$ cat src/hw/rtl/ibma_ffz.sv
`default_nettype none
// ----------------------------------------------------------------------------
// ibma_ffz
// Finds the lowest zero bit of a bitmap word.
// ----------------------------------------------------------------------------
module ibma_ffz #(
   parameter int WIDTH = 32,
   localparam int IW   = $clog2(WIDTH)
) (
   input  wire logic [WIDTH-1:0] word,
   output logic                  found,
   output logic      [IW-1:0]    index
);

   always_comb begin
      index = '0;
      for (int i = WIDTH - 1; i >= 0; i--) begin
         if (!word[i]) begin
            index = IW'(i);
         end
      end
   end

   assign found = ~&word;

endmodule
`default_nettype wire

$ cat config.mk
export PLATFORM = sky130hd
export DESIGN_NAME = ibma_ffz
export DESIGN_NICKNAME = d
export VERILOG_FILES = /design/src/hw/rtl/ibma_ffz.sv
export SDC_FILE = /design/constraint.sdc
export NUM_CORES = 1
export LEC_CHECK = 0
export ABC_AREA = 1
export BUFFER_PORTS_ARGS = -buffer_cell sky130_fd_sc_hd__buf_4
export CORE_AREA = 2 2 39 41
export DETAILED_ROUTE_END_ITERATION = 7
export DIE_AREA = 0 0 41 43
export SYNTH_ARGS = -nofsm -noshare
export SYNTH_HDL_FRONTEND = slang
export SYNTH_SLANG_ARGS = --single-unit
$ cat constraint.sdc
create_clock -name vclk -period 2.2
set_input_delay 0.22 -clock vclk [all_inputs]
set_output_delay 0.22 -clock vclk [all_outputs]
set_load 0.01 [all_outputs]
==> results.md, run 1 <==
- Syn Nets: 113
- Ant. Diodes: 0
- First-pass GRT wire length: about 1.7 mm
- Status: finished clean
- Hold Crit Class: in2out
- Cell area after synthesis: 338 um2
- Commonest non-fill, non-tap cell in the layout: nand2_1
- Num rows: 14
- Final hold violations: 0
- Largest stage delay, worst path: 120 ps
- WP data arrival: 1930 ps
- Tightest Pin Transition: 250 ps
- Synth cell types: 11
- Seq/Total Area, Yosys: 0
- IO Count: 38
- Period minus WS final: 2150 ps
- Post-CTS Setup Repair Bufs: 0
- Number of max-cap violations: 0
- Layout cells sized above 1: 0.336
- Crit path kind: in2out
- Commonest cells after routing, fill and taps aside: 46 x nand2_1, 37 x buf_4, 15 x nor2_1
- CP max stage cell: buf_4
- FF+latch count: 0
- Port Buffers: 38
- Routed vias: 600
- Area grow syn2layout: 91.5%
- Initial Util: 0.244
- Critical Path RT: about 2000 ps
- Initial antenna violation count: 0
- Unrepaired setup endpoints after global routing: true
- Routed WL: 1.01 mm
- Largest net degree at the start of global routing: 4
- Finished Cell Area: 647 um2
- Total power draw: 0.0959 mW
- Fmax: 0.466 GHz
- Util after Layout: 0.467
- Drt first pass iters: 4
- Overall Global Routing Usage: 0.124
- Endpoints failing setup: 0
- Die Footprint: 1760 um2
- Number of global-route vias before repair: 485
- Final ANT Viol Nets: 0
- # clk buffers: 0
- Residual DRC count: 0
- CP dominant cell by count: nand2_1
- Leakage: 0.358 nW
- Max-slew violations: 0
- Die Ht: 43 um
- Slew HR: 0.832
- Post-Synthesis Cells: 81
- Critical path endpoint category: primary output
- CORE AREA: 1380 um2
- Post-DP HPWL: 937 um
- Placed Instance Area: 643 um2
- Storage cell area: 0 um2
- Die width: a little over 40 um
- Worst vdd ir: 0.0000548 V
- Final critical-path share of the clock period: 0.976
- Ys Warns: 0
- Crit path max fanout: 3
- Startpoint types: input pin
- Via-per-instance ratio: 4.44
- GRT Residual Overflow: 0
- Nets@finish: 153
- PD cells: 148 nW/um2
- Routability-driven placement congestion ratio: around 0.73
- Detailed Route Iter0 Violations: 12
- Mean cell area of the mapped netlist: roughly 4.2 um2
- Avg WL per Cell: 7.44 um
power breakdown:
part	internal [mW]	switching, mW	leakage (nW)
registers	0	0	0
clock network	0	0	0
logic	0.0559	0.0399	0.358
total	0.0559	0.0399	0.358
final timing paths:
| kind | slack, ps | start | depth (start not counted) | to |
|---|---|---|---|---|
| worst max-delay path | 50 | word[31] | 33 | index[0] |
| worst min-delay path | 710 | word[1] | 3 | index[0] |
logic make-up (layout without fill, tap and decap cells):
family / Yosys count / after routing / synth area share
compound gates: 7 / 7 / 0.133
simple gates: 69 / 69 / 0.811
buf+inv: 5 / 43 / 0.0556
routing by layer:
| layer | global-route usage | up-vias | wire [um] |
|---|---|---|---|
| met2 | 0.234 | 19 | 499 |
| met3 | 0 | 0 | 68 |
| li1 | - | 337 | - |
| met4 | 0 | 0 | 0 |
| met5 | 0 | - | 0 |
| met1 | 0.155 | 244 | 437 |
through the flow:
step | cells | TNS [ps] | setup slack, ps | hold slack, ps
after floorplan | 81 | 0 | 355 | 491
final | 135 | 0 | 52.1 | 710
after global placement | 135 | 0 | 11.5 | 713
after CTS | 135 | 0 | 7.19 | 712
after detailed placement | 135 | 0 | 10.9 | 712
after global routing | 135 | -346 | -346 | 726
what timing repair did:
action / in CTS / in global routing
pin swaps: 0 / 1
gates resized for setup: 1 / 1
setup endpoints to repair: 1 / 1
hold buffers: 0 / 0
synthesized netlist by cell type:
cell / n / area, um2
nand4_1: 4 / 25.0
inv_1: 5 / 18.8
o21ai_0: 1 / 5.00
a21oi_2: 1 / 8.76
nor3_1: 2 / 10.0
nand3_1: 2 / 10.0
nand2_1: 46 / 173
nor2_1: 15 / 56.3
a31oi_1: 3 / 18.8
o21bai_1: 1 / 7.51
a21oi_1: 1 / 5.00
critical path, delay by kind of cell:
family | cells | cell delay (ps)
and+or+nand+nor | 29 | 1360
buffers and inverters | 3 | 250
AOI/OAI and AO/OA | 1 | 110
layout make-up:
cell class	count	area, um2
fill	170	737
inverter	5	18.8
multi-input combinational	76	319
tap	16	20.0
timing repair buffer	38	289
(Power assumes the default switching activity.)
==> inputs of run 2 (changes only) <==
--- a/config.mk
+++ b/config.mk
@@ -10,6 +10,9 @@
 export CORE_AREA = 2 2 39 41
 export DETAILED_ROUTE_END_ITERATION = 7
 export DIE_AREA = 0 0 41 43
+export GPL_TIMING_DRIVEN = 0
+export PLACE_DENSITY_LB_ADDON = 0.2
 export SYNTH_ARGS = -nofsm -noshare
 export SYNTH_HDL_FRONTEND = slang
 export SYNTH_SLANG_ARGS = --single-unit
+export TNS_END_PERCENT = 50
==> run 2 against run 1 <==
First-iteration DRC count decreased by 33%. Utilization up 0.27 points. Final area rose by 0.58%. Setup slack improved by 37 ps. Wire length shrank 1.2%. Die area stayed put. Fmax up 1.7%. Critical path depth did not move. Via count is 0.83% lower. Largest cell class unchanged.
==> results.md, run 2 (same netlist as run 1, synthesis figures left out) <==
- Residual DRC count: 0
- IO Count: 38
- Overall Global Routing Usage: 0.123
- Critical path endpoint category: primary output
- Nets@finish: 153
- Worst min-delay path startpoint: word[1]
- Placed Instance Area: 643 um2
- Ant. Diodes: 0
- WHS Path Cells: 3
- Largest net degree at the start of global routing: 4
- Final ANT Viol Nets: 0
- Final critical-path share of the clock period: 0.960
- Die width: 41 um
- Setup ws final: 88.6 ps
- Routed WL: 993 um
- Max-slew violations: 0
- Number of global-route vias before repair: 486
- Detailed Route Iter0 Violations: 8
- FF+latch count: 0
- Startpoint types: input pin
- Commonest non-fill, non-tap cell in the layout: nand2_1
- Die Ht: between 40 and 50 um
- Crit path max fanout: 3
- Die Footprint: 1760 um2
- Number of max-cap violations: 0
- First-pass GRT wire length: 1.68 mm
- Post-CTS Setup Repair Bufs: 0
- Met3 wire len: 66 um
- CP max stage cell: buf_4
- Fmax: about 0.47 GHz
- Period minus WS final: 2110 ps
- WP data arrival: 1890 ps
- Port Buffers: 38
- Endpoints failing setup: 0
- Avg WL per Cell: 7.36 um
- PD cells: 148 nW/um2
- Area grow syn2layout: 92.6%
- Top layer reached by signal wires: met3
- Status: finished clean
- Wl on met1: ~410 um
- Length of routed met2 wiring: 517 um
- Routability-driven placement congestion ratio: 0.664
- Drt first pass iters: 4
- Initial antenna violation count: 0
- Via-per-instance ratio: 4.41
- CP dominant cell by count: nand2_1
- Post-CTS Hold Buffers: 0
- CORE AREA: 1380 um2
- Final hold violations: 0
- Routed vias: 595
- Util after Layout: 0.470
- Critical Path RT: approximately 2000 ps
- Storage cell area: 0 um2
- Num rows: 14
- Layout cells sized above 1: 0.336
- Unrepaired setup endpoints after global routing: true
- Largest stage delay, worst path: 120 ps
- Worst vdd ir: 0.0000535 V
- Slew HR: 0.847
- Finished Cell Area: around 650 um2
- Hold Crit Class: in2out
- Crit path kind: in2out
- Setup WS pre-CTS: 35.0 ps
- Commonest cells after routing, fill and taps aside: 46 x nand2_1, 37 x buf_4, 15 x nor2_1
- Hold Path Sink: index[0]
- Tightest Pin Transition: around 230 ps
- Initial Util: 0.244
- Leakage: ~0.36 nW
- GRT Residual Overflow: 0
- Post-DP HPWL: 924 um
- # clk buffers: 0
run 2: through the flow:
stage | std cells | setup TNS [ps] | power (mW) | hold WS [ps]
6_report | 135 | 0 | 0.0962 | 711
2_1_floorplan | 81 | 0 | 0.0350 | 491
3_5_place_dp | 135 | 0 | 0.0957 | 713
5_1_grt | 135 | -234 | 0.110 | 732
3_3_place_gp | 135 | 0 | 0.0942 | 707
4_1_cts | 135 | 0 | 0.0959 | 713
run 2: area by class of cell:
cell class	instances	area, um2
Fill cell	173	733
Inverter	5	18.8
Multi-Input combinational cell	76	319
Tap cell	16	20.0
Timing Repair Buffer	38	293
run 2: where the power goes:
part	switching, mW	internal, mW	leakage (nW)
Combinational	0.0396	0.0566	0.359
Sequential	0	0	0
Clock	0	0	0
Total	0.0396	0.0566	0.359
run 2: worst max-delay path, delay by kind of cell:
kind                   cells  cell delay (ps)
and+or+nand+nor           29             1330
AOI/OAI and AO/OA          1              110
buffers and inverters      3              250
run 2: worst max path at each step:
stage	slack, ps	cells past startpoint	start	to
global route	-230	33	word[31]	index[0]
global placement	40	33	word[31]	index[0]
finish	90	33	word[31]	index[0]
floorplan	350	31	word[31]	index[0]
detailed placement	30	33	word[31]	index[0]
CTS	30	33	word[31]	index[0]
run 2: what timing repair did:
action	4_1_cts	5_1_grt
setup endpoints to repair	0	1
resized for setup	0	3
hold endpoints to repair	0	0
run 2: layer usage:
metal / GRT usage / up-vias
li1: - / 336
met1: 0.155 / 246
met2: 0.231 / 13
met3: 0 / 0
met4: 0 / 0
met5: 0 / -
