<file path="src/hw/rtl/ibma_ram.sv">
`default_nettype none
// ----------------------------------------------------------------------------
// ibma_ram
// Generic single write, single read RAM with registered read data.
// ----------------------------------------------------------------------------
module ibma_ram #(
   parameter int WIDTH = 8,
   parameter int DEPTH = 16,
   localparam int AW   = $clog2(DEPTH)
) (
   input  wire logic             clock,
   input  wire logic             wr_en,
   input  wire logic [AW-1:0]    wr_addr,
   input  wire logic [WIDTH-1:0] wr_data,
   input  wire logic [AW-1:0]    rd_addr,
   output logic      [WIDTH-1:0] rd_data
);

   logic [WIDTH-1:0] mem_ff [DEPTH];
   logic [WIDTH-1:0] rd_data_ff;

   always_ff @(posedge clock) begin
      if (wr_en) begin
         mem_ff[wr_addr] <= wr_data;
      end
      rd_data_ff <= mem_ff[rd_addr];
   end

   assign rd_data = rd_data_ff;

endmodule
`default_nettype wire

</file>
<file path="config.mk">
export PLATFORM = sky130hd
export DESIGN_NAME = ibma_ram
export DESIGN_NICKNAME = d
export VERILOG_FILES = /design/src/hw/rtl/ibma_ram.sv
export SDC_FILE = /design/constraint.sdc
export NUM_CORES = 1
export LEC_CHECK = 0
export BUFFER_PORTS_ARGS = -buffer_cell sky130_fd_sc_hd__buf_2
export CORE_AREA = 2 2 100 102
export DETAILED_ROUTE_END_ITERATION = 10
export DIE_AREA = 0 0 102 104
export GPL_TIMING_DRIVEN = 0
export PLACE_DENSITY = 0.72
export RECOVER_POWER = 25
export SLEW_MARGIN = 20
export SYNTH_ARGS = -nofsm -noshare
export SYNTH_HDL_FRONTEND = slang
export SYNTH_SLANG_ARGS = --single-unit
export TNS_END_PERCENT = 30
</file>
<file path="constraint.sdc">
create_clock -name clock -period 3.1 [get_ports clock]
set_clock_uncertainty 0.2 [all_clocks]
set_input_delay 0.465 -clock clock [delete_from_list [all_inputs] [get_ports clock]]
set_output_delay 0.465 -clock clock [all_outputs]
set_load 0.02 [all_outputs]
</file>
==> flow_summary.json, run 1 <==
{
  "end_kind": "register",
  "num_antenna_cells": 0,
  "num_vias": 2392,
  "antenna_left": 0,
  "io_pins": 26,
  "die_y_um": 104,
  "wl_per_cell_um": 23.6,
  "path_clk_slew_ps": 60,
  "drc_errors": 0,
  "cts.repair_timing.setup_buffer_count": 0,
  "slew_violations": 0,
  "drt_pass1_iterations": 5,
  "antenna_found_initial": 0,
  "hold_class": "primary input to register",
  "cts_buffer_depth": 2,
  "tightest_slew_ps": 840,
  "nets": 290,
  "cap_violations": 0,
  "status": "finished clean",
  "io_buffer_count": 24,
  "fillCellCount": 670,
  "numCtsBuffers": 17,
  "worstSetupStartpointType": "primary input",
  "holdPathStages": 1,
  "ff2ff_setup_slack_ps": 1390,
  "yosysTopAreaCellShare_pct": 74.7,
  "relSlewSlack_pct": 43.8,
  "drtIter0Drc": 147,
  "synth.distinct_cells": 19,
  "r2r-end": "rd_data[2]",
  "critPathRequiredTime_ps": 3040,
  "cts.sinks": 136,
  "cts_tree": "built",
  "hold_violations": 0,
  "synth-seq-cells": 136,
  "cp.arrival_ps": 1770,
  "core_um2": 9550,
  "yosysTopAreaCell": "edfxtp_1",
  "timing.final.crit_share_pct": 59.0,
  "hpwl_um": 6150,
  "ir_drop_mv": 0.497,
  "die_area_um2": 10600,
  "yosys-top-cells-area": "edfxtp_1, mux4_2, mux4_1",
  "gr-total-overflow": 0,
  "max_freq_ghz": 0.547,
  "post-place-ws_ps": 754,
  "finalSetupViolations": 0,
  "die_w_um": 102,
  "synth_nets": 247,
  "root_buffer": "clkbuf_8",
  "area_growth_syn_to_layout_pct": 17.5,
  "grt_pass1_vias": 2377,
  "grt_pass1_wl_um": 14700,
  "rsz0062_at_grt": "no",
  "grt_max_degree": 17,
  "ctsResizeCount": 0,
  "drive_above_1_share_pct": 27.4,
  "hold_ws_ps": 168,
  "ys_seq_area_share_pct": 77.8,
  "finalSetupTns_ps": 0,
  "gp_congestion": 0.845,
  "worst-r2r-cell-count": 3,
  "vias_per_cell": 5.72,
  "synth_cells": 229,
  "clkLatencyLatePin_ps": 520,
  "crit_type": "primary input to register",
  "wl_um": 9880,
  "finalWorstPathRequiredPeriod_ps": 1830,
  "ctsHoldBuffers": 0,
  "std_cell_rows": 36,
  "fin_ws_ps": 1270,
  "synth_area_um2": 5150,
  "synth_warnings": 0,
  "p_leak_uw": 0.00201,
  "holdPathEnd": "mem_ff[1][2]",
  "synth.avg_cell_area_um2": 22.5,
  "cts_max_level": 4,
  "r2r-start": "mem_ff[1][2]",
  "grtUsageTotal_pct": 20.5,
  "hp-start": "wr_data[2]",
  "p_per_area_nw_per_um2": 711,
  "cp_max_fo": 8,
  "start_util_pct": 53.9
}
==> flip-flops by register name, indices dropped and copies added, names as in the netlist <==
name     flops
rd_data      8
mem_ff     128
==> critical path, cell delays in order <==
cell    delay (ps)
buf_2          130
or3b_2         520
nor2_1         650
==> layout by cell type (no fill, tap or decap), types with 8 or more instances in the layout <==
cell         n
a22oi_1     16
clkbuf_16   16
buf_2       21
edfxtp_1   128
mux4_1      14
mux4_2      18
nor2_1      13
clkbuf_1     9
nand2_1      9
dfxtp_1      8
==> synthesized netlist by cell type (all sizes together) <==
cell type	n
and2	1
nor2b	1
and2b	1
nor2	13
nor3	4
nand2b	2
dfxtp	8
clkdlybuf4s25	3
nand3b	2
a22oi	16
mux4	32
buf	7
nand2	9
edfxtp	128
nand3	1
or3b	1
==> worst max-delay path by stage <==
stage | startpoint | end | slack (ps)
4_1_cts | wr_addr[2] | mem_ff[3][3] | 1290
2_1_floorplan | wr_addr[2] | mem_ff[0][0] | 940
6_report | wr_addr[2] | mem_ff[3][3] | 1270
3_3_place_gp | wr_addr[2] | mem_ff[0][2] | 380
3_5_place_dp | wr_addr[2] | mem_ff[1][2] | 750
5_1_grt | wr_addr[2] | mem_ff[3][3] | 1210
==> where the power goes <==
part | total, µW | internal [µW] | switching, µW
Clock | 2030 | 1300 | 723
Combinational | 208 | 80.7 | 127
Sequential | 2070 | 2060 | 10.4
Total | 4300 | 3440 | 861
==> metal layers <==
metal	global-route usage (%)	part of all wire [%]	up-vias
li1	-	-	1060
met1	28.2	41	1241
met2	31.1	51	83
met3	7.12	7.0	8
met4	6.38	0.87	0
met5	0	0	-
==> metrics by stage <==
| step | utilization, % | cell area (µm²) | instances | total power, µW |
|---|---|---|---|---|
| after floorplan | - | 5150 | 229 | 2220 |
| after global placement | 56.9 | 5430 | 386 | 2310 |
| after detailed placement | 57.1 | 5450 | 386 | 2320 |
| after CTS | 63.4 | 6060 | 418 | 4330 |
| after global routing | 63.3 | 6050 | 418 | 4430 |
| final | 63.3 | 6050 | 418 | 4300 |
==> logic make-up after synthesis <==
family / Yosys count / share of synthesized area, %
muxes: 32 / 15.0
and+or+nand+nor: 35 / 3.18
DFF: 136 / 77.8
AOI/OAI and AO/OA: 16 / 2.33
buffers and inverters: 10 / 1.68
==> layout make-up <==
| type | instances | area [µm²] | area share (%) |
|---|---|---|---|
| repair buffers | 24 | 113 | 1.86 |
| well taps | 133 | 166 | 2.75 |
| clock inverters | 12 | 176 | 2.92 |
| plain buffers | 10 | 86.3 | 1.43 |
| clock buffers | 20 | 425 | 7.03 |
| flip-flops and latches | 136 | 4000 | 66.2 |
| multi-input cells | 83 | 1080 | 17.8 |
Note: power is estimated with default switching activity, not from simulation.
==> inputs of run 2 (changes only) <==
==> constraint.sdc (replaced) <==
create_clock -name clock -period 1.8 [get_ports clock]
set_clock_uncertainty 0.2 [all_clocks]
set_input_delay 0.27 -clock clock [delete_from_list [all_inputs] [get_ports clock]]
set_output_delay 0.27 -clock clock [all_outputs]
set_load 0.02 [all_outputs]
==> run 2 against run 1 <==
Compared with the run above:
- wire length shrank 3.7%
- flip-flop and latch count is the same
- setup slack lost 1200 ps
- worst hold slack lost 89 ps
- total power grew 72%
- sequential power grew 72%
- utilization grew 0.83 points
- register-to-register slack lost 1300 ps
- die area is the same
- non-clock buffer count grew 8
- critical path type is now register to register
- highest routed layer unchanged
==> flow_summary.json, run 2 (synthesis gave the netlist of run 1 again) <==
{
  "final_cell_mix": "edfxtp_1, buf_2, mux4_2",
  "holdPathEnd": "mem_ff[4][5]",
  "totalPowerFinal_uw": 7400,
  "cp_num_buf_inv": 0,
  "max_flop_register": "mem_ff",
  "drtIter0Drc": 261,
  "final_common_cell": "edfxtp_1",
  "antenna_left": 0,
  "hp-start": "wr_addr[1]",
  "ff2ff_setup_slack_ps": 90,
  "hold_violations": 0,
  "path_clk_slew_ps": 60,
  "grt_pass1_vias": 2429,
  "design_area_um2": 6130,
  "ctsResizeCount": 0,
  "worst-r2r-cell-count": 3,
  "crit_type": "register to register",
  "antenna_found_initial": 0,
  "finalSetupViolations": 0,
  "cts_max_level": 4,
  "fin_ws_ps": 93.1,
  "die_y_um": 104,
  "m1WireLength_um": 4000,
  "io_buffer_count": 24,
  "placed_cells": 386,
  "start_util_pct": 53.9,
  "wl_um": 9510,
  "crit_cells": 3,
  "rsz0062_at_grt": "no",
  "num_antenna_cells": 0,
  "holdPathStages": 2,
  "numCtsBuffers": 17,
  "core_um2": 9550,
  "root_buffer": "clkbuf_8",
  "cp-startpoint": "mem_ff[1][1]",
  "slowest_delay_ps": 560,
  "p_per_area_nw_per_um2": 1210,
  "nets": 298,
  "r2r-start": "mem_ff[1][1]",
  "p_leak_uw": 0.00206,
  "crit_chain": "mux4_1 > a22oi_1 > nand2_1",
  "r2r-end": "rd_data[1]",
  "die_area_um2": 10600,
  "max_freq_ghz": 0.586,
  "grt_pass1_wl_um": 14500,
  "fillCellCount": 649,
  "post-place-ws_ps": -334,
  "finalSetupTns_ps": 0,
  "relSlewSlack_pct": 43.6,
  "cp_max_fo": 1,
  "std_cell_rows": 36,
  "io_pins": 26,
  "cap_violations": 0,
  "num_vias": 2409,
  "crit_slowest_cell": "mux4_1",
  "cp.arrival_ps": 1890,
  "clkLatencyLatePin_ps": 510,
  "timing.final.crit_share_pct": 94.8,
  "cts_buffer_depth": 2,
  "cts.sinks": 136,
  "largest_reg_flops": 128,
  "grt_max_degree": 17,
  "gp_congestion": 0.831,
  "routed-wl-met2_um": 4860,
  "stdcell_count": 426,
  "wl_met3_um": 565,
  "top_layer_used": "met4",
  "drive_above_1_share_pct": 27.6,
  "hpwl_um": 5870,
  "grtUsageTotal_pct": 20.0,
  "drt_pass1_iterations": 4,
  "worstSetupStartpointType": "register",
  "dpl_cell_area_um2": 5450,
  "tightest_slew_ps": 843,
  "drc_errors": 0,
  "status": "finished clean",
  "end_kind": "register",
  "vias_per_cell": 5.65,
  "gr-total-overflow": 0,
  "area_growth_syn_to_layout_pct": 19.0,
  "wl_per_cell_um": 22.3,
  "die_w_um": 102,
  "critPathTopFamily": "multiplexers",
  "critPathRequiredTime_ps": 1980,
  "cts_tree": "built",
  "ir_drop_mv": 0.694,
  "finalWorstPathRequiredPeriod_ps": 1710,
  "hold_class": "primary input to register",
  "slew_violations": 0
}
[run 2: cell count changes in the layout (fill, tap and decap cells not counted), sizes merged]
cell	delta
buf	+1
clkbuf	-2
clkinv	+2
clkinvlp	-2
dlygate4sd3	+8
inv	+1
[run 2: layout make-up]
cell class | count | area, µm² | share of cell area [%]
Sequential cell | 136 | 4000 | 65.3
Timing Repair Buffer | 32 | 194 | 3.17
Buffer | 10 | 86.3 | 1.41
Clock buffer | 19 | 422 | 6.88
Clock inverter | 13 | 178 | 2.90
Tap cell | 133 | 166 | 2.72
Multi-Input combinational cell | 83 | 1080 | 17.6
[run 2: worst max-delay path by stage]
| stage | endpoint | slack [ps] |
|---|---|---|
| final | rd_data[1] | 90 |
| after global routing | rd_data[1] | 60 |
| after CTS | rd_data[1] | 130 |
| after detailed placement | mem_ff[2][3] | -330 |
| after global placement | mem_ff[8][1] | -430 |
| after floorplan | mem_ff[3][0] | 60 |
[run 2: routing by layer]
metal  GRT usage, %  vias up
li1               -     1073
met3           4.64        9
met5              0        -
met1           29.1     1243
met2           29.7       84
met4           7.71        0
[run 2: timing repair]
| item | CTS | global route |
|---|---|---|
| endpoints found under the hold margin | 128 | 0 |
| setup buffers | 0 | 0 |
| hold buffers | 8 | 0 |
[run 2: stage by stage]
| stage | utilization, % | hold slack (ps) |
|---|---|---|
| after floorplan | - | 169 |
| after global placement | 57.0 | 456 |
| after detailed placement | 57.1 | 469 |
| after CTS | 64.2 | 66.0 |
| after global routing | 64.2 | 90.6 |
| final | 64.2 | 79.2 |
[run 2: where the power goes]
group / switching, µW / total [µW] / internal, µW
Sequential: 16.0 / 3560 / 3540
Clock: 1230 / 3470 / 2240
Combinational: 219 / 370 / 151
